--- config.mk ---
export PLATFORM = sky130hd
export DESIGN_NAME = iso6709_coordinate_parser_unit
export DESIGN_NICKNAME = d
export VERILOG_FILES = /design/src/hdl/iso_cp_pkg.sv /design/src/hdl/iso_cp_scan.sv /design/src/hdl/iso6709_coordinate_parser_unit.sv
export SDC_FILE = /design/constraint.sdc
export NUM_CORES = 1
export LEC_CHECK = 0
export ABC_AREA = 1
export ABC_CLOCK_PERIOD_IN_PS = 9200
export BUFFER_PORTS_ARGS = -buffer_cell sky130_fd_sc_hd__buf_4
export CAP_MARGIN = 20
export CELL_PAD_IN_SITES_DETAIL_PLACEMENT = 0
export CELL_PAD_IN_SITES_GLOBAL_PLACEMENT = 1
export CORE_MARGIN = 1.5
export CORE_UTILIZATION = 30
export DETAILED_ROUTE_END_ITERATION = 6
export PLACE_DENSITY = 0.55
export SYNTH_ARGS = -nofsm -noshare
export SYNTH_HDL_FRONTEND = slang
export SYNTH_SLANG_ARGS = --single-unit
export TNS_END_PERCENT = 50
--- constraint.sdc ---
create_clock -name clock -period 9.2 [get_ports clock]
set_input_delay 1.38 -clock clock [delete_from_list [all_inputs] [get_ports clock]]
set_output_delay 1.38 -clock clock [all_outputs]
set_load 0.05 [all_outputs]
--- src/hdl/iso_cp_pkg.sv ---
`timescale 1ns / 1ps

package iso_cp_pkg;

   // Where the parser stands within the coordinate string.
   typedef enum logic [1:0] {
      PART_LAT_SIGN   = 2'd0,
      PART_LAT_DIGITS = 2'd1,
      PART_LON_DIGITS = 2'd2,
      PART_UNUSED     = 2'd3
   } part_type;

   localparam logic [7:0] ASCII_PLUS  = 8'h2B;
   localparam logic [7:0] ASCII_MINUS = 8'h2D;
   localparam logic [7:0] ASCII_ZERO  = 8'h30;
   localparam logic [7:0] ASCII_NINE  = 8'h39;

   localparam logic [2:0] LAT_DEG_DIGITS = 3'd2;
   localparam logic [2:0] LON_DEG_DIGITS = 3'd3;
   localparam logic [2:0] LAT_MAX_DIGITS = 3'd6;
   localparam logic [2:0] LON_MAX_DIGITS = 3'd7;

   localparam logic [21:0] SEC_PER_DEG = 22'd3600;
   localparam logic [21:0] SEC_PER_MIN = 22'd60;

   // Everything the conversion stage needs once the final character is in.
   typedef struct packed {
      logic        ok;
      logic        lat_negative;
      logic        lon_negative;
      logic [18:0] lat_magnitude;
      logic [9:0]  degree;
      logic [6:0]  minute;
      logic [6:0]  second;
   } snapshot_type;

   // deg*3600 + min*60 + sec; the result never exceeds 22 bits.
   function automatic logic [21:0] group_arcsec(input logic [9:0] degree,
                                                input logic [6:0] minute,
                                                input logic [6:0] second);
      logic [21:0] sum;
      sum = 22'(degree) * SEC_PER_DEG + 22'(minute) * SEC_PER_MIN + 22'(second);
      return sum;
   endfunction

endpackage

--- src/hdl/iso_cp_scan.sv ---
`timescale 1ns / 1ps

module iso_cp_scan (
   input  logic                    clock,
   input  logic                    reset,
   input  logic                    step,
   input  logic [7:0]              character,
   input  logic                    last,
   output iso_cp_pkg::snapshot_type snapshot
);

   iso_cp_pkg::part_type part_ff, part_in;
   logic [2:0]  digit_count_ff, digit_count_in;
   logic        lat_negative_ff, lat_negative_in;
   logic        lon_negative_ff, lon_negative_in;
   logic [9:0]  degree_ff, degree_in;
   logic [6:0]  minute_ff, minute_in;
   logic [6:0]  second_ff, second_in;
   logic [18:0] lat_magnitude_ff, lat_magnitude_in;
   logic        error_ff, error_in;

   logic        is_sign;
   logic        is_digit;
   logic [3:0]  digit_value;
   logic [2:0]  deg_digits;
   logic [2:0]  max_digits;
   logic [21:0] lat_arcsec;

   assign is_sign     = (character == iso_cp_pkg::ASCII_PLUS) ||
                        (character == iso_cp_pkg::ASCII_MINUS);
   assign is_digit    = (character >= iso_cp_pkg::ASCII_ZERO) &&
                        (character <= iso_cp_pkg::ASCII_NINE);
   assign digit_value = character[3:0];
   assign lat_arcsec  = iso_cp_pkg::group_arcsec(degree_ff, minute_ff, second_ff);

   always_comb begin
      if (part_ff == iso_cp_pkg::PART_LON_DIGITS) begin
         deg_digits = iso_cp_pkg::LON_DEG_DIGITS;
         max_digits = iso_cp_pkg::LON_MAX_DIGITS;
      end else begin
         deg_digits = iso_cp_pkg::LAT_DEG_DIGITS;
         max_digits = iso_cp_pkg::LAT_MAX_DIGITS;
      end
   end

   // Next part of the string.
   always_comb begin
      part_in = part_ff;
      if (!error_ff) begin
         unique case (part_ff)
            iso_cp_pkg::PART_LAT_SIGN:   part_in = iso_cp_pkg::PART_LAT_DIGITS;
            iso_cp_pkg::PART_LAT_DIGITS: begin
               if (is_sign) begin
                  part_in = iso_cp_pkg::PART_LON_DIGITS;
               end
            end
            iso_cp_pkg::PART_LON_DIGITS: part_in = part_ff;
            iso_cp_pkg::PART_UNUSED:     part_in = part_ff;
         endcase
      end
   end

   // Sign, digit group and error updates for the current character.
   always_comb begin
      digit_count_in   = digit_count_ff;
      lat_negative_in  = lat_negative_ff;
      lon_negative_in  = lon_negative_ff;
      degree_in        = degree_ff;
      minute_in        = minute_ff;
      second_in        = second_ff;
      lat_magnitude_in = lat_magnitude_ff;
      error_in         = error_ff;
      if (!error_ff) begin
         unique case (part_ff) inside
            iso_cp_pkg::PART_LAT_SIGN: begin
               if (is_sign) begin
                  lat_negative_in = (character == iso_cp_pkg::ASCII_MINUS);
               end else begin
                  error_in = 1'b1;
               end
            end
            iso_cp_pkg::PART_LAT_DIGITS,
            iso_cp_pkg::PART_LON_DIGITS: begin
               if (is_sign && part_ff == iso_cp_pkg::PART_LAT_DIGITS) begin
                  // The latitude group closes on the longitude sign.
                  if (digit_count_ff != 3'd4 && digit_count_ff != 3'd6) begin
                     error_in = 1'b1;
                  end
                  lat_magnitude_in = lat_arcsec[18:0];
                  lon_negative_in  = (character == iso_cp_pkg::ASCII_MINUS);
                  digit_count_in   = '0;
                  degree_in        = '0;
                  minute_in        = '0;
                  second_in        = '0;
               end else if (!is_digit) begin
                  error_in = 1'b1;
               end else if (digit_count_ff >= max_digits) begin
                  error_in = 1'b1;
               end else begin
                  if (digit_count_ff < deg_digits) begin
                     degree_in = 10'({degree_ff, 3'b000} + {degree_ff, 1'b0} +
                                     13'(digit_value));
                  end else if (digit_count_ff < deg_digits + 3'd2) begin
                     minute_in = 7'({minute_ff, 3'b000} + {minute_ff, 1'b0} +
                                    10'(digit_value));
                  end else begin
                     second_in = 7'({second_ff, 3'b000} + {second_ff, 1'b0} +
                                    10'(digit_value));
                  end
                  digit_count_in = digit_count_ff + 3'd1;
               end
            end
            iso_cp_pkg::PART_UNUSED: error_in = 1'b1;
         endcase
      end
   end

   always_comb begin
      snapshot.ok            = !error_in && (part_in == iso_cp_pkg::PART_LON_DIGITS) &&
                               (digit_count_in == 3'd5 || digit_count_in == 3'd7);
      snapshot.lat_negative  = lat_negative_in;
      snapshot.lon_negative  = lon_negative_in;
      snapshot.lat_magnitude = lat_magnitude_in;
      snapshot.degree        = degree_in;
      snapshot.minute        = minute_in;
      snapshot.second        = second_in;
   end

   // The final character of a string returns the parser to its reset state.
   always_ff @(posedge clock) begin
      if (reset || (step && last)) begin
         part_ff          <= iso_cp_pkg::PART_LAT_SIGN;
         digit_count_ff   <= '0;
         lat_negative_ff  <= 1'b0;
         lon_negative_ff  <= 1'b0;
         degree_ff        <= '0;
         minute_ff        <= '0;
         second_ff        <= '0;
         lat_magnitude_ff <= '0;
         error_ff         <= 1'b0;
      end else if (step) begin
         part_ff          <= part_in;
         digit_count_ff   <= digit_count_in;
         lat_negative_ff  <= lat_negative_in;
         lon_negative_ff  <= lon_negative_in;
         degree_ff        <= degree_in;
         minute_ff        <= minute_in;
         second_ff        <= second_in;
         lat_magnitude_ff <= lat_magnitude_in;
         error_ff         <= error_in;
      end
   end

endmodule

--- src/hdl/iso6709_coordinate_parser_unit.sv ---
`timescale 1ns / 1ps
// ISO 6709 coordinate parser: one ASCII character per transaction, the last one flagged.
// Throughput: one character per clock, unless a stalled result side holds back a final one;
// nothing in the path iterates. A string's result passes from the input register through the
// parse step into the snapshot register, then through conversion into the output register.
// Reset (synchronous, active high) empties all three stages and returns the parser to
// waiting for a latitude sign; the parser also returns there after every final character.

module iso6709_coordinate_parser_unit (
   input  logic               clock,
   input  logic               reset,
   input  logic               req_valid,
   output logic               req_stall,
   input  logic [7:0]         req_character,
   input  logic               req_last,
   output logic               rsp_valid,
   input  logic               rsp_stall,
   output logic               rsp_valid_res,
   output logic signed [19:0] rsp_latitude_arcsec,
   output logic signed [22:0] rsp_longitude_arcsec
);

   // Input register stage.
   logic       in_valid_ff;
   logic [7:0] in_character_ff;
   logic       in_last_ff;

   // Snapshot of the parser after a final character.
   logic                     snap_valid_ff;
   iso_cp_pkg::snapshot_type snap_ff;
   iso_cp_pkg::snapshot_type snap_in;

   // Output register stage.
   logic               rsp_valid_ff;
   logic               rsp_valid_res_ff;
   logic signed [19:0] rsp_latitude_ff;
   logic signed [22:0] rsp_longitude_ff;

   logic        out_free;
   logic        snap_free;
   logic        step;
   logic [21:0] lon_magnitude;
   logic [19:0] lat_in;
   logic [22:0] lon_in;

   // A stage may take new data when it is empty or its content leaves this cycle.
   // Characters that are not final never reach the snapshot stage, so they move on
   // even when the result side is stalled.
   assign out_free  = !rsp_valid_ff || !rsp_stall;
   assign snap_free = !snap_valid_ff || out_free;
   assign step      = in_valid_ff && (!in_last_ff || snap_free);
   assign req_stall = in_valid_ff && !step;

   always_ff @(posedge clock) begin
      if (reset) begin
         in_valid_ff <= 1'b0;
      end else if (!in_valid_ff || step) begin
         in_valid_ff <= req_valid;
      end
   end

   always_ff @(posedge clock) begin
      if (req_valid && !req_stall) begin
         in_character_ff <= req_character;
         in_last_ff      <= req_last;
      end
   end

   iso_cp_scan u_scan (
      .clock     (clock),
      .reset     (reset),
      .step      (step),
      .character (in_character_ff),
      .last      (in_last_ff),
      .snapshot  (snap_in)
   );

   always_ff @(posedge clock) begin
      if (reset) begin
         snap_valid_ff <= 1'b0;
      end else if (snap_free) begin
         snap_valid_ff <= step && in_last_ff;
      end
   end

   always_ff @(posedge clock) begin
      if (snap_free && step && in_last_ff) begin
         snap_ff <= snap_in;
      end
   end

   // Conversion: longitude group to arcseconds, then apply both signs.
   // An invalid string reports zero for both angles.
   assign lon_magnitude = iso_cp_pkg::group_arcsec(snap_ff.degree, snap_ff.minute,
                                                   snap_ff.second);

   always_comb begin
      lat_in = '0;
      lon_in = '0;
      if (snap_ff.ok) begin
         lat_in = snap_ff.lat_negative ? (20'd0 - 20'(snap_ff.lat_magnitude))
                                       : 20'(snap_ff.lat_magnitude);
         lon_in = snap_ff.lon_negative ? (23'd0 - 23'(lon_magnitude))
                                       : 23'(lon_magnitude);
      end
   end

   always_ff @(posedge clock) begin
      if (reset) begin
         rsp_valid_ff <= 1'b0;
      end else if (out_free) begin
         rsp_valid_ff <= snap_valid_ff;
      end
   end

   always_ff @(posedge clock) begin
      if (out_free && snap_valid_ff) begin
         rsp_valid_res_ff <= snap_ff.ok;
         rsp_latitude_ff  <= signed'(lat_in);
         rsp_longitude_ff <= signed'(lon_in);
      end
   end

   assign rsp_valid            = rsp_valid_ff;
   assign rsp_valid_res        = rsp_valid_res_ff;
   assign rsp_latitude_arcsec  = rsp_latitude_ff;
   assign rsp_longitude_arcsec = rsp_longitude_ff;

endmodule
==> metrics.txt, run 1 <==
# TYPE chip_impl_metric gauge
chip_impl_info{name="cell_with_the_largest_stage_delay_on_the_worst_path",value="sky130_fd_sc_hd__fa_1"} 1
chip_impl_metric{name="core_region_area",unit="um^2"} 43200
chip_impl_metric{name="cts_made_buffers",unit=""} 17
chip_impl_metric{name="h_tree_levels",unit=""} 4
chip_impl_metric{name="port_buffers",unit=""} 58
chip_impl_metric{name="post-cts-setup-buffers",unit=""} 0
chip_impl_metric{name="worst_slew_margin_rel",unit=""} 0.511
chip_impl_metric{name="placementRows",unit=""} 76
chip_impl_metric{name="mappedNetlistArea",unit="um^2"} 13100
chip_impl_metric{name="postSynthAreaPerCell",unit="um^2"} 8.21
chip_impl_metric{name="initial_core_util",unit=""} 0.304
chip_impl_metric{name="final_period_minus_worst_setup_slack",unit="ps"} 5390
chip_impl_metric{name="detail_route.wl_per_cell",unit="um"} 14.4
chip_impl_info{name="rsz0062_at_grt",value="false"} 1
chip_impl_metric{name="fmax",unit="MHz"} 186
chip_impl_info{name="criticalPathCategory",value="reg2reg"} 1
chip_impl_metric{name="synth-seq-cells",unit=""} 153
chip_impl_info{name="status",value="completed"} 1
chip_impl_metric{name="p_int",unit="mW"} 1.31
chip_impl_info{name="layout_commonest_cell",value="sky130_fd_sc_hd__nand2_1"} 1
chip_impl_metric{name="fin_crit_sh",unit=""} 0.585
chip_impl_metric{name="finalWeightedCongestion",unit=""} 0.814
chip_impl_metric{name="postPlaceCellArea",unit="um^2"} 14200
chip_impl_metric{name="place.detailed.hpwl",unit="um"} 25900
chip_impl_metric{name="detail_route.vias_per_cell",unit=""} 4.56
chip_impl_metric{name="design.final.nets",unit=""} 1905
chip_impl_metric{name="route.vias.total",unit=""} 10280
chip_impl_metric{name="synth.yosys.seq_area_share",unit=""} 0.309
chip_impl_metric{name="dr.pass1.iters",unit=""} 5
chip_impl_metric{name="synth_fp_nets",unit=""} 1851
chip_impl_info{name="mostFrequentLayoutCells",value="sky130_fd_sc_hd__nand2_1, sky130_fd_sc_hd__inv_1, sky130_fd_sc_hd__ha_1, sky130_fd_sc_hd__a21oi_1, sky130_fd_sc_hd__o21ai_0"} 1
chip_impl_metric{name="skew",unit="ps"} 21.6
chip_impl_metric{name="drt-total-wl",unit="um"} 32400
chip_impl_metric{name="floorplan.io_pins",unit=""} 59
chip_impl_info{name="postSynth.topFlopCell",value="sky130_fd_sc_hd__edfxtp_1"} 1
chip_impl_metric{name="die_w",unit="um"} 212
chip_impl_metric{name="fp.dieArea",unit="um^2"} 45100
chip_impl_info{name="min_from",value="u_scan.second_ff[6]"} 1
chip_impl_metric{name="antenna-diode-count",unit=""} 0
chip_impl_metric{name="grt_antenna_before_repair",unit=""} 0
chip_impl_metric{name="hold_viol_final",unit=""} 0
chip_impl_metric{name="fin_area",unit="um^2"} 14900
chip_impl_metric{name="async_reset_ff_frac",unit=""} 0
chip_impl_metric{name="power.clock.fraction",unit=""} 0.370
chip_impl_metric{name="layout.filler_cells",unit=""} 4584
chip_impl_metric{name="switching_share",unit=""} 0.328
chip_impl_metric{name="gate_count_of_the_mapped_netlist",unit=""} 1600
chip_impl_info{name="cell_repeated_most_along_the_worst_path",value="sky130_fd_sc_hd__nand2_1"} 1
chip_impl_metric{name="critPathArrivalTime",unit="ps"} 5590
chip_impl_metric{name="max-vdd-ir-drop",unit="mV"} 0.137
chip_impl_info{name="worst_setup_sp_type",value="flip-flop"} 1
chip_impl_info{name="setup.worst_path.start",value="snap_ff[11]"} 1
chip_impl_metric{name="cell_variety_after_synth",unit=""} 46
chip_impl_metric{name="power.switching",unit="mW"} 0.639
chip_impl_info{name="timing.hold.worst.class",value="reg2reg"} 1
chip_impl_metric{name="antenna_left",unit=""} 0
chip_impl_metric{name="finalSetupViolCount",unit=""} 0
chip_impl_metric{name="worst_max_slew_pin_slew",unit="ps"} 731
chip_impl_metric{name="gr-usage-all-layers",unit=""} 0.155
chip_impl_metric{name="area_overhead_vs_synth",unit="%"} 13.2
chip_impl_metric{name="cts.repair.resized",unit=""} 0
chip_impl_metric{name="clk_sink_count",unit=""} 153
chip_impl_metric{name="comb_power_share",unit=""} 0.235
chip_impl_metric{name="clk_pin_slew",unit="ps"} 60
chip_impl_metric{name="drt_iter0_markers",unit=""} 478
chip_impl_metric{name="critical_path.n_buffers_inverters",unit=""} 2
chip_impl_metric{name="crit_required",unit="ps"} 9400
chip_impl_metric{name="globalRoute.totalOverflow",unit=""} 0
chip_impl_metric{name="cap_viol_max_count",unit=""} 0
chip_impl_metric{name="final_layout_size_suffix_gt1_frac",unit=""} 0.0942
chip_impl_metric{name="hold_buffers",unit=""} 0
chip_impl_metric{name="insertion_delay",unit="ps"} 460
chip_impl_metric{name="cts_max_path_buffers",unit=""} 2
chip_impl_info{name="netlist.top_cell.by_area",value="sky130_fd_sc_hd__edfxtp_1"} 1
chip_impl_info{name="synth.area.top_cells",value="sky130_fd_sc_hd__edfxtp_1, sky130_fd_sc_hd__ha_1, sky130_fd_sc_hd__fa_1"} 1
chip_impl_metric{name="synthesis.yosys.warnings",unit=""} 0
chip_impl_metric{name="cpPeakStageDelay",unit="ps"} 510
chip_impl_metric{name="grt_pass1_vias",unit=""} 10454
chip_impl_metric{name="die_h",unit="um"} 212
chip_impl_metric{name="power.density_cell_area",unit="nW/um^2"} 131
chip_impl_info{name="critical-path-top-delay-family",value="adder cells"} 1
chip_impl_info{name="critPathCaptureType",value="flip-flop"} 1
chip_impl_metric{name="grt_first_pass_wirelength",unit="um"} 54700
chip_impl_metric{name="setup_tns",unit="ps"} 0
chip_impl_metric{name="cellLeakagePower",unit="nW"} 7.25
chip_impl_metric{name="yosysTopAreaCellShare",unit=""} 0.226
chip_impl_metric{name="maxSlewViolCount",unit=""} 0
chip_impl_info{name="tritoncts_clock_tree",value="yes"} 1
chip_impl_metric{name="synth-edff-count",unit=""} 99
chip_impl_info{name="ctsRootBufferMaster",value="sky130_fd_sc_hd__clkbuf_16"} 1
chip_impl_metric{name="path_max_fanout",unit=""} 6
chip_impl_metric{name="post-route-drc-count",unit=""} 0
chip_impl_metric{name="share_seq_of_total_power",unit=""} 0.395
chip_impl_metric{name="grt_max_degree",unit=""} 56
chip_impl_info{name="regToRegStartpoint",value="snap_ff[11]"} 1
-- metal layers --
metal	track usage	wire length, um	part of all wire
met1	0.199	15700	0.49
met2	0.271	15600	0.48
met3	0.0250	689	0.021
met4	0.0357	386	0.012
met5	0	0	0
-- worst register-to-register path, cell delays in order, from the launching register on --
cell,delay (ps)
sky130_fd_sc_hd__edfxtp_1,350
sky130_fd_sc_hd__inv_1,240
sky130_fd_sc_hd__fa_1,490
sky130_fd_sc_hd__fa_1,510
sky130_fd_sc_hd__inv_1,40
sky130_fd_sc_hd__ha_1,340
sky130_fd_sc_hd__nand2_1,80
sky130_fd_sc_hd__o21ai_0,270
sky130_fd_sc_hd__a21oi_1,100
sky130_fd_sc_hd__o21ai_0,270
sky130_fd_sc_hd__a21o_1,150
sky130_fd_sc_hd__a21oi_1,60
sky130_fd_sc_hd__xnor2_1,180
sky130_fd_sc_hd__ha_1,260
sky130_fd_sc_hd__ha_1,360
sky130_fd_sc_hd__nand2_1,100
sky130_fd_sc_hd__nor2_2,130
sky130_fd_sc_hd__nand3_1,80
sky130_fd_sc_hd__nand3_1,130
sky130_fd_sc_hd__nand2_1,100
sky130_fd_sc_hd__nand2_2,110
sky130_fd_sc_hd__nand2_1,80
sky130_fd_sc_hd__nand2_1,110
sky130_fd_sc_hd__nand3_1,130
sky130_fd_sc_hd__nor2_2,180
sky130_fd_sc_hd__nand2_2,80
sky130_fd_sc_hd__a21oi_1,140
sky130_fd_sc_hd__nor2_1,60
-- Yosys cell counts, types with 7 or more instances --
master and instances:
sky130_fd_sc_hd__dfxtp_1 54, sky130_fd_sc_hd__or2_2 10, sky130_fd_sc_hd__inv_2 9, sky130_fd_sc_hd__fa_1 58, sky130_fd_sc_hd__nor2_1 88, sky130_fd_sc_hd__o21bai_1 9, sky130_fd_sc_hd__inv_1 262, sky130_fd_sc_hd__ha_1 180
sky130_fd_sc_hd__clkbuf_1 21, sky130_fd_sc_hd__nand3_1 58, sky130_fd_sc_hd__nor3_1 25, sky130_fd_sc_hd__o22ai_1 7, sky130_fd_sc_hd__nand2_2 15, sky130_fd_sc_hd__xor2_1 29, sky130_fd_sc_hd__nand2_1 304, sky130_fd_sc_hd__o21ai_1 7
sky130_fd_sc_hd__a21oi_1 144, sky130_fd_sc_hd__nand4_1 16, sky130_fd_sc_hd__o211ai_1 7, sky130_fd_sc_hd__edfxtp_1 99, sky130_fd_sc_hd__o21ai_0 115, sky130_fd_sc_hd__xnor2_1 29
-- layout make-up --
cell class	instances	area, um^2	share of cell area
Timing Repair Buffer	67	515	0.0347
Tap cell	585	732	0.0492
Inverter	272	1020	0.0687
Sequential cell	153	4050	0.273
Clock inverter	12	100	0.00673
Clock buffer	20	500	0.0337
Multi-Input combinational cell	1143	7940	0.534
-- sequential cells by signal, summed over array words and instances, names as in the netlist --
signal / cells
u_scan.lat_magnitude_ff: 19
in_valid_ff: 1
u_scan.lat_negative_ff: 1
rsp_longitude_arcsec: 23
rsp_valid: 1
u_scan.degree_ff: 10
u_scan.lon_negative_ff: 1
in_character_ff: 8
u_scan.error_ff: 1
rsp_latitude_arcsec: 20
u_scan.second_ff: 7
rsp_valid_res: 1
u_scan.part_ff: 2
snap_ff: 46
u_scan.minute_ff: 7
snap_valid_ff: 1
in_last_ff: 1
u_scan.digit_count_ff: 3
-- cell families (layout without fill, tap and decap cells) --
kind of cell	Yosys count	after routing	synth area share
buf+inv	304	371	0.0877
xor+xnor	61	61	0.0424
simple gates	536	536	0.176
compound gates	308	308	0.126
flops	153	153	0.309
fa+ha+maj	238	238	0.260
-- power by group through the flow --
| stage | combinational, mW | sequential (mW) | clock [mW] |
|---|---|---|---|
| global route | 0.532 | 0.771 | 0.770 |
| finish | 0.457 | 0.769 | 0.720 |
| global placement | 0.466 | 0.784 | 0 |
| CTS | 0.469 | 0.769 | 0.747 |
| floorplan | 0.340 | 0.791 | 0 |
| detailed placement | 0.466 | 0.784 | 0 |
-- final timing paths --
path                              end  slack, ps  cells after the start
max          rsp_longitude_arcsec[20]       3810                     27
min               u_scan.second_ff[6]        490                      2
max reg2reg  rsp_longitude_arcsec[20]       3810                     27
min reg2reg       u_scan.second_ff[6]        490                      2
-- through the flow --
step                setup slack (ps)  instances   util  hold WS (ps)  total power, mW
floorplan                       4300       1600      -           424             1.13
global placement                3850       2219  0.330           470             1.25
detailed placement              3710       2219  0.330           478             1.25
CTS                             3710       2251  0.344           491             1.98
global route                    3250       2252  0.344           520             2.07
finish                          3810       2252  0.344           488             1.95
Note: power is estimated with default switching activity, not from simulation.
==> inputs of run 2 (changes only) <==
--- a/config.mk
+++ b/config.mk
@@ -5,8 +5,8 @@
 export SDC_FILE = /design/constraint.sdc
 export NUM_CORES = 1
 export LEC_CHECK = 0
-export ABC_AREA = 1
-export ABC_CLOCK_PERIOD_IN_PS = 9200
+export ABC_AREA = 0
+export ABC_CLOCK_PERIOD_IN_PS = 4400
 export BUFFER_PORTS_ARGS = -buffer_cell sky130_fd_sc_hd__buf_4
 export CAP_MARGIN = 20
 export CELL_PAD_IN_SITES_DETAIL_PLACEMENT = 0
@@ -14,7 +14,7 @@
 export CORE_MARGIN = 1.5
 export CORE_UTILIZATION = 30
 export DETAILED_ROUTE_END_ITERATION = 6
-export PLACE_DENSITY = 0.55
+export PLACE_DENSITY = 0.56
 export SYNTH_ARGS = -nofsm -noshare
 export SYNTH_HDL_FRONTEND = slang
 export SYNTH_SLANG_ARGS = --single-unit
==> constraint.sdc (replaced) <==
create_clock -name clock -period 4.4 [get_ports clock]
set_input_delay 0.66 -clock clock [delete_from_list [all_inputs] [get_ports clock]]
set_output_delay 0.66 -clock clock [all_outputs]
set_load 0.05 [all_outputs]
==> metrics.txt, run 2 <==
# TYPE chip_impl_metric gauge
chip_impl_metric{name="cap_viol_max_count",unit=""} 0
chip_impl_metric{name="synth.yosys.seq_area_share",unit=""} 0.320
chip_impl_metric{name="critPathArrivalTime",unit="ps"} 5610
chip_impl_metric{name="finalSetupViolCount",unit=""} 23
chip_impl_metric{name="worst_slew_margin_rel",unit=""} 0.417
chip_impl_metric{name="power.switching",unit="mW"} 1.47
chip_impl_metric{name="dr.pass1.iters",unit=""} 5
chip_impl_metric{name="cell_variety_after_synth",unit=""} 73
chip_impl_metric{name="h_tree_levels",unit=""} 4
chip_impl_metric{name="final_layout_size_suffix_gt1_frac",unit=""} 0.258
chip_impl_metric{name="p_int",unit="mW"} 3.23
chip_impl_info{name="tritoncts_clock_tree",value="yes"} 1
chip_impl_metric{name="async_reset_ff_frac",unit=""} 0
chip_impl_info{name="timing.critical_path.cells",value="fa_1 > fa_1 > ha_1 > a21o_1 > a21oi_2 > o21bai_1 > a21oi_2 > o21bai_1 > a21oi_1 > xnor2_1 > ha_1 > ha_4 > a21o_1 > a2111oi_2 > and3b_2 > o31a_1 > or4_4 > o211a_4 > o41ai_2 > xnor2_1 > nor2_1"} 1
chip_impl_info{name="status",value="complete, but fails checks"} 1
chip_impl_info{name="failed_checks",value="negative setup slack"} 1
chip_impl_metric{name="fp.dieArea",unit="um^2"} 43400
chip_impl_info{name="registers.top_by_ff_count",value="snap_ff"} 1
chip_impl_info{name="mostFrequentLayoutCells",value="sky130_fd_sc_hd__buf_4, sky130_fd_sc_hd__ha_1, sky130_fd_sc_hd__nor2_1, sky130_fd_sc_hd__nand2_1, sky130_fd_sc_hd__inv_1"} 1
chip_impl_info{name="setup.worst_path.start",value="snap_ff[8]"} 1
chip_impl_metric{name="cellLeakagePower",unit="nW"} 7.36
chip_impl_metric{name="finalPower",unit="mW"} 4.70
chip_impl_metric{name="grt_pass1_vias",unit=""} 10056
chip_impl_metric{name="synth-seq-cells",unit=""} 153
chip_impl_metric{name="area_overhead_vs_synth",unit="%"} 30.2
chip_impl_metric{name="core_region_area",unit="um^2"} 41800
chip_impl_metric{name="share_seq_of_total_power",unit=""} 0.337
chip_impl_metric{name="maxSlewViolCount",unit=""} 0
chip_impl_metric{name="drt_iter0_markers",unit=""} 410
chip_impl_metric{name="mappedNetlistArea",unit="um^2"} 12700
chip_impl_metric{name="regArea",unit="um^2"} 4060
chip_impl_info{name="synth.top_cells.by_count",value="sky130_fd_sc_hd__ha_1, sky130_fd_sc_hd__nor2_1, sky130_fd_sc_hd__inv_1, sky130_fd_sc_hd__nand2_1, sky130_fd_sc_hd__edfxtp_1"} 1
chip_impl_info{name="postSynth.topFlopCell",value="sky130_fd_sc_hd__edfxtp_1"} 1
chip_impl_metric{name="largest_register_ffs",unit=""} 46
chip_impl_metric{name="worst_r2r_path_depth",unit=""} 21
chip_impl_metric{name="dp_cells",unit=""} 2070
chip_impl_metric{name="detail_route.wl_per_cell",unit="um"} 15.1
chip_impl_metric{name="globalRoute.totalOverflow",unit=""} 0
chip_impl_metric{name="layout.filler_cells",unit=""} 4134
chip_impl_metric{name="max-vdd-ir-drop",unit="mV"} 0.194
chip_impl_metric{name="placementRows",unit=""} 75
chip_impl_metric{name="post-route-drc-count",unit=""} 0
chip_impl_metric{name="worst_max_slew_pin_slew",unit="ps"} 872
chip_impl_metric{name="fin_crit_sh",unit=""} 1.23
chip_impl_metric{name="clk_sink_count",unit=""} 153
chip_impl_metric{name="clk_pin_slew",unit="ps"} 70
chip_impl_info{name="yosysMostFrequentCell",value="sky130_fd_sc_hd__ha_1"} 1
chip_impl_metric{name="floorplan.io_pins",unit=""} 59
chip_impl_info{name="cell_with_the_largest_stage_delay_on_the_worst_path",value="sky130_fd_sc_hd__fa_1"} 1
chip_impl_info{name="layout_commonest_cell",value="sky130_fd_sc_hd__buf_4"} 1
chip_impl_metric{name="antenna_left",unit=""} 0
chip_impl_metric{name="cpPeakStageDelay",unit="ps"} 610
chip_impl_info{name="regToRegStartpoint",value="snap_ff[8]"} 1
chip_impl_metric{name="postSynthAreaPerCell",unit="um^2"} 9.66
chip_impl_metric{name="path_max_fanout",unit=""} 5
chip_impl_metric{name="detail_route.vias_per_cell",unit=""} 4.75
chip_impl_metric{name="hold_viol_final",unit=""} 0
chip_impl_metric{name="gr-usage-all-layers",unit=""} 0.152
chip_impl_metric{name="fmax",unit="MHz"} 185
chip_impl_metric{name="grt_antenna_before_repair",unit=""} 1
chip_impl_metric{name="route.vias.total",unit=""} 10031
chip_impl_info{name="ctsRootBufferMaster",value="sky130_fd_sc_hd__clkbuf_16"} 1
chip_impl_metric{name="layout_setup_ws",unit="ps"} -1010
chip_impl_metric{name="final_period_minus_worst_setup_slack",unit="ps"} 5410
chip_impl_info{name="worst_setup_sp_type",value="flip-flop"} 1
chip_impl_metric{name="yosysTopAreaCellShare",unit=""} 0.235
chip_impl_metric{name="detailedPlace.worstSlack",unit="ps"} -1150
chip_impl_metric{name="antenna-diode-count",unit=""} 0
chip_impl_metric{name="die_h",unit="um"} 208
chip_impl_metric{name="gate_count_of_the_mapped_netlist",unit=""} 1311
chip_impl_info{name="critPathCaptureType",value="flip-flop"} 1
chip_impl_metric{name="die_w",unit="um"} 208
chip_impl_metric{name="multi_input_area",unit="um^2"} 8680
chip_impl_metric{name="synth-edff-count",unit=""} 99
chip_impl_info{name="timing.hold.worst.class",value="in2reg"} 1
chip_impl_metric{name="port_buffers",unit=""} 58
chip_impl_metric{name="initial_core_util",unit=""} 0.303
chip_impl_metric{name="power.clock.fraction",unit=""} 0.331
chip_impl_metric{name="comb_power_share",unit=""} 0.332
chip_impl_metric{name="cts_max_path_buffers",unit=""} 2
chip_impl_metric{name="drt-total-wl",unit="um"} 31900
chip_impl_metric{name="reg2reg_setup_slack",unit="ps"} -1010
chip_impl_metric{name="synth_fp_nets",unit=""} 1562
chip_impl_metric{name="cts_made_buffers",unit=""} 17
chip_impl_metric{name="finish.cell_count_without_fillers",unit=""} 2113
chip_impl_info{name="synth.area.top_cells",value="sky130_fd_sc_hd__edfxtp_1, sky130_fd_sc_hd__ha_1, sky130_fd_sc_hd__fa_1"} 1
chip_impl_metric{name="critical_path_cell_count",unit=""} 21
chip_impl_metric{name="power.density_cell_area",unit="nW/um^2"} 285
chip_impl_metric{name="insertion_delay",unit="ps"} 460
chip_impl_info{name="rsz0062_at_grt",value="true"} 1
chip_impl_info{name="r2r-end",value="rsp_longitude_arcsec[21]"} 1
chip_impl_metric{name="synthesis.yosys.warnings",unit=""} 0
chip_impl_info{name="criticalPathCategory",value="reg2reg"} 1
chip_impl_metric{name="crit_required",unit="ps"} 4600
chip_impl_info{name="critical-path-top-delay-family",value="adder cells"} 1
chip_impl_info{name="worstSetupEndpoint",value="rsp_longitude_arcsec[21]"} 1
chip_impl_metric{name="critical_path.n_buffers_inverters",unit=""} 0
chip_impl_metric{name="grt_first_pass_wirelength",unit="um"} 52100
chip_impl_metric{name="switching_share",unit=""} 0.313
chip_impl_metric{name="design.final.nets",unit=""} 1812
chip_impl_metric{name="final_core_utilization",unit=""} 0.395
chip_impl_metric{name="hold_slack",unit="ps"} 374
chip_impl_metric{name="grt_max_degree",unit=""} 48
chip_impl_metric{name="hold_buffers",unit=""} 0
chip_impl_info{name="netlist.top_cell.by_area",value="sky130_fd_sc_hd__edfxtp_1"} 1
chip_impl_metric{name="skew",unit="ps"} 15.5
chip_impl_metric{name="place.detailed.hpwl",unit="um"} 25400
chip_impl_metric{name="finalWeightedCongestion",unit=""} 0.826
==> run 2: cell count changes after synthesis, sizes merged, moves of 13 or more <==
| cell | previous run | this run |
|---|---|---|
| xnor2 | 31 | 72 |
| inv | 271 | 121 |
| nor2 | 96 | 130 |
| xor2 | 30 | 44 |
| nand3 | 62 | 14 |
| o21ai | 124 | 50 |
| nand2 | 320 | 120 |
| o31ai | 3 | 16 |
| a22oi | 0 | 15 |
| a21o | 6 | 23 |
| a21oi | 146 | 86 |
==> run 2: layout make-up <==
type	count	share of cell area
Clock buffer	18	0.0260
Clock inverter	14	0.0112
Inverter	122	0.0278
Multi-Input combinational cell	1004	0.526
Sequential cell	153	0.246
Tap cell	539	0.0409
Timing Repair Buffer	263	0.121
==> run 2: cell families (layout without fill, tap and decap cells) <==
family | after synthesis | after routing | synth area share
XOR/XNOR | 116 | 116 | 0.0803
AO/OA/AOI/OAI | 284 | 284 | 0.150
AND/OR/NAND/NOR | 359 | 359 | 0.128
flip-flops | 153 | 153 | 0.320
buffers and inverters | 154 | 417 | 0.0463
adder cells (fa/ha/maj) | 238 | 238 | 0.270
multiplexers | 7 | 7 | 0.00573
==> run 2: how the worst min path moves through the flow <==
stage,slack [ps],from,cells past startpoint,to
floorplan,430,u_scan.lat_magnitude_ff[10],2,u_scan.lat_magnitude_ff[10]
global placement,440,u_scan.lat_magnitude_ff[10],2,u_scan.lat_magnitude_ff[10]
detailed placement,450,u_scan.lat_magnitude_ff[4],2,u_scan.lat_magnitude_ff[4]
CTS,350,req_last,1,in_last_ff
global route,360,req_last,1,in_last_ff
finish,370,req_last,1,in_last_ff
==> run 2: what timing repair did <==
action,4_1_cts,5_1_grt
buffers inserted,6,7
setup endpoints to repair,30,35
resized for setup,39,46
pin swaps,25,27
==> run 2: through the flow <==
step	TNS [ps]	cell area [um^2]
after floorplan	-7770	12900
after global placement	-13210	15400
after detailed placement	-14660	15400
after CTS	-12150	16200
after global routing	-19470	16500
final	-11680	16500
==> run 2: layer usage <==
layer | track usage | vias up | wire length (um)
li1 | - | 5109 | -
met1 | 0.209 | 4763 | 15900
met2 | 0.246 | 132 | 14600
met3 | 0.0180 | 27 | 713
met4 | 0.0518 | 0 | 596
met5 | 0 | - | 0
==> run 2: power by group through the flow <==
stage	sequential [mW]	combinational [mW]	clock, mW
final	1.58	1.56	1.56
after global routing	1.59	1.73	1.65
after CTS	1.58	1.49	1.60
after detailed placement	1.62	1.40	0
after global placement	1.62	1.40	0
after floorplan	1.63	0.846	0
==> inputs of run 3 (changes only) <==
--- a/config.mk
+++ b/config.mk
@@ -5,7 +5,7 @@
 export SDC_FILE = /design/constraint.sdc
 export NUM_CORES = 1
 export LEC_CHECK = 0
-export ABC_AREA = 0
+export ABC_AREA = 1
 export ABC_CLOCK_PERIOD_IN_PS = 4400
 export BUFFER_PORTS_ARGS = -buffer_cell sky130_fd_sc_hd__buf_4
 export CAP_MARGIN = 20
@@ -14,7 +14,7 @@
 export CORE_MARGIN = 1.5
 export CORE_UTILIZATION = 30
 export DETAILED_ROUTE_END_ITERATION = 6
-export PLACE_DENSITY = 0.56
+export PLACE_DENSITY = 0.57
 export SYNTH_ARGS = -nofsm -noshare
 export SYNTH_HDL_FRONTEND = slang
 export SYNTH_SLANG_ARGS = --single-unit
==> metrics.txt, run 3 (same netlist as run 1, synthesis figures left out) <==
# TYPE chip_impl_metric gauge
chip_impl_metric{name="hold_viol_final",unit=""} 0
chip_impl_info{name="critPathCaptureType",value="flip-flop"} 1
chip_impl_metric{name="antenna_left",unit=""} 0
chip_impl_metric{name="grt_max_degree",unit=""} 55
chip_impl_metric{name="drt_iter0_markers",unit=""} 452
chip_impl_metric{name="worst_slew_margin_rel",unit=""} 0.443
chip_impl_metric{name="cellLeakagePower",unit="nW"} 8.08
chip_impl_metric{name="reg2reg_setup_slack",unit="ps"} -370
chip_impl_metric{name="hold_buffers",unit=""} 0
chip_impl_metric{name="h_tree_levels",unit=""} 4
chip_impl_metric{name="finalPower",unit="mW"} 4.46
chip_impl_metric{name="worst_r2r_path_depth",unit=""} 26
chip_impl_metric{name="critical_path_cell_count",unit=""} 26
chip_impl_metric{name="detail_route.vias_per_cell",unit=""} 4.54
chip_impl_metric{name="layout_setup_ws",unit="ps"} -369
chip_impl_metric{name="grt_antenna_before_repair",unit=""} 0
chip_impl_metric{name="finalWeightedCongestion",unit=""} 0.808
chip_impl_metric{name="placementRows",unit=""} 76
chip_impl_info{name="layout_commonest_cell",value="sky130_fd_sc_hd__nand2_1"} 1
chip_impl_metric{name="clk_pin_slew",unit="ps"} 70
chip_impl_metric{name="finalSetupViolCount",unit=""} 17
chip_impl_metric{name="fmax",unit="MHz"} 210
chip_impl_metric{name="post-route-drc-count",unit=""} 0
chip_impl_metric{name="place.detailed.hpwl",unit="um"} 26300
chip_impl_metric{name="critPathArrivalTime",unit="ps"} 4980
chip_impl_metric{name="route.vias.total",unit=""} 10913
chip_impl_metric{name="initial_core_util",unit=""} 0.304
chip_impl_metric{name="maxSlewViolCount",unit=""} 0
chip_impl_metric{name="drt-total-wl",unit="um"} 33400
chip_impl_metric{name="postPlaceCellArea",unit="um^2"} 15400
chip_impl_info{name="cell_with_the_largest_stage_delay_on_the_worst_path",value="sky130_fd_sc_hd__fa_1"} 1
chip_impl_metric{name="max-vdd-ir-drop",unit="mV"} 0.250
chip_impl_metric{name="cts_made_buffers",unit=""} 17
chip_impl_info{name="rsz0062_at_grt",value="true"} 1
chip_impl_info{name="registers.top_by_ff_count",value="snap_ff"} 1
chip_impl_info{name="worstSetupEndpoint",value="rsp_longitude_arcsec[19]"} 1
chip_impl_metric{name="crit_required",unit="ps"} 4610
chip_impl_metric{name="detail_route.wl_per_cell",unit="um"} 13.9
chip_impl_info{name="mostFrequentLayoutCells",value="sky130_fd_sc_hd__nand2_1, sky130_fd_sc_hd__inv_1, sky130_fd_sc_hd__buf_4, sky130_fd_sc_hd__ha_1, sky130_fd_sc_hd__a21oi_1"} 1
chip_impl_metric{name="dr.pass1.iters",unit=""} 5
chip_impl_metric{name="fin_crit_sh",unit=""} 1.08
chip_impl_metric{name="largest_register_ffs",unit=""} 46
chip_impl_info{name="timing.hold.worst.class",value="in2reg"} 1
chip_impl_metric{name="power.density_cell_area",unit="nW/um^2"} 265
chip_impl_metric{name="die_w",unit="um"} 212
chip_impl_metric{name="skew",unit="ps"} 14.1
chip_impl_metric{name="hold_slack",unit="ps"} 377
chip_impl_info{name="criticalPathCategory",value="reg2reg"} 1
chip_impl_metric{name="design.final.nets",unit=""} 2059
chip_impl_metric{name="worst_max_slew_pin_slew",unit="ps"} 834
chip_impl_metric{name="die_h",unit="um"} 212
chip_impl_metric{name="fp.dieArea",unit="um^2"} 45100
chip_impl_info{name="status",value="complete, but fails checks"} 1
chip_impl_metric{name="globalRoute.totalOverflow",unit=""} 0
chip_impl_metric{name="gr-usage-all-layers",unit=""} 0.157
chip_impl_metric{name="port_buffers",unit=""} 58
chip_impl_metric{name="grt_first_pass_wirelength",unit="um"} 55200
chip_impl_metric{name="detailedPlace.worstSlack",unit="ps"} -483
chip_impl_info{name="tritoncts_clock_tree",value="yes"} 1
chip_impl_metric{name="antenna-diode-count",unit=""} 0
chip_impl_metric{name="grt_pass1_vias",unit=""} 10940
chip_impl_metric{name="critical_path.n_buffers_inverters",unit=""} 2
chip_impl_metric{name="fin_area",unit="um^2"} 16800
chip_impl_metric{name="cts_max_path_buffers",unit=""} 2
chip_impl_metric{name="cpPeakStageDelay",unit="ps"} 530
chip_impl_info{name="failed_checks",value="negative setup slack"} 1
chip_impl_metric{name="area_overhead_vs_synth",unit="%"} 28.0
chip_impl_metric{name="floorplan.io_pins",unit=""} 59
chip_impl_info{name="worst_setup_sp_type",value="flip-flop"} 1
chip_impl_info{name="regToRegStartpoint",value="snap_ff[9]"} 1
chip_impl_metric{name="core_region_area",unit="um^2"} 43200
chip_impl_info{name="ctsRootBufferMaster",value="sky130_fd_sc_hd__clkbuf_16"} 1
chip_impl_info{name="r2r-end",value="rsp_longitude_arcsec[19]"} 1
chip_impl_metric{name="path_max_fanout",unit=""} 4
chip_impl_metric{name="final_layout_size_suffix_gt1_frac",unit=""} 0.247
chip_impl_metric{name="setup_tns",unit="ps"} -3200
chip_impl_metric{name="cap_viol_max_count",unit=""} 0
chip_impl_metric{name="final_period_minus_worst_setup_slack",unit="ps"} 4770
chip_impl_info{name="setup.worst_path.start",value="snap_ff[9]"} 1
chip_impl_metric{name="clk_sink_count",unit=""} 153
chip_impl_info{name="critical-path-top-delay-family",value="adder cells"} 1
chip_impl_metric{name="insertion_delay",unit="ps"} 460
run 3: cell count changes in the layout (fill, tap and decap cells not counted), moves of 14 or more:
cell	previous run	this run
sky130_fd_sc_hd__o21ai_0	37	94
sky130_fd_sc_hd__inv_1	115	251
sky130_fd_sc_hd__nor2_1	127	76
sky130_fd_sc_hd__nand2_2	1	40
sky130_fd_sc_hd__xnor2_1	64	27
sky130_fd_sc_hd__buf_4	256	212
sky130_fd_sc_hd__nand2_1	119	269
sky130_fd_sc_hd__a21oi_1	72	122
sky130_fd_sc_hd__a21o_1	23	6
sky130_fd_sc_hd__inv_2	6	20
sky130_fd_sc_hd__nand3_2	0	16
sky130_fd_sc_hd__a22oi_1	15	0
sky130_fd_sc_hd__nand3_1	13	42
run 3: timing repair:
| action | 4_1_cts | 5_1_grt |
|---|---|---|
| hold endpoints to repair | 0 | 0 |
| buffers inserted | 13 | 9 |
| endpoints found under the setup margin | 30 | 38 |
| pin swaps | 27 | 32 |
| resized for setup | 80 | 88 |
run 3: layer usage:
layer | share of wire | vias up | GRT usage
li1 | - | 5680 | -
met1 | 0.46 | 5087 | 0.193
met2 | 0.50 | 110 | 0.282
met3 | 0.021 | 36 | 0.0201
met4 | 0.020 | 0 | 0.0548
met5 | 0 | - | 0
run 3: final cells by class:
type	count	area [um^2]
Fill cell	4492	26400
Multi-Input combinational cell	1143	8720
Sequential cell	153	4070
Timing Repair Buffer	221	1710
Inverter	272	1020
Tap cell	585	732
Clock buffer	18	429
Clock inverter	14	139
run 3: how the worst min path moves through the flow:
stage          depth (start not counted)  slack [ps]                 from                   to
2_1_floorplan                          0         420          snap_ff[45]        rsp_valid_res
3_3_place_gp                           2         470  u_scan.second_ff[6]  u_scan.second_ff[6]
3_5_place_dp                           2         470  u_scan.second_ff[6]  u_scan.second_ff[6]
4_1_cts                                1         350     req_character[6]   in_character_ff[6]
5_1_grt                                1         350     req_character[4]   in_character_ff[4]
6_report                               1         380     req_character[6]   in_character_ff[6]
run 3: power breakdown:
part	total, mW	switching [mW]	leakage, nW	internal [mW]
clock network	1.45	0.661	0.265	0.790
logic	1.40	0.774	6.44	0.627
registers	1.61	0.0359	1.37	1.57
run 3: through the flow:
step | std cells | utilization
2_1_floorplan | 1600 | -
3_3_place_gp | 2352 | 0.357
3_5_place_dp | 2352 | 0.357
4_1_cts | 2397 | 0.379
5_1_grt | 2406 | 0.390
6_report | 2406 | 0.390
run 3: worst reg2reg max path: cells and delay by family, from the launching register on:
family,cells,cell delay (ps)
xor gates and xnor gates,2,340
adders and majority gates,5,1800
AOI/OAI and AO/OA,6,770
and+or+nand+nor,11,1030
DFF,1,440
buffers and inverters,2,160
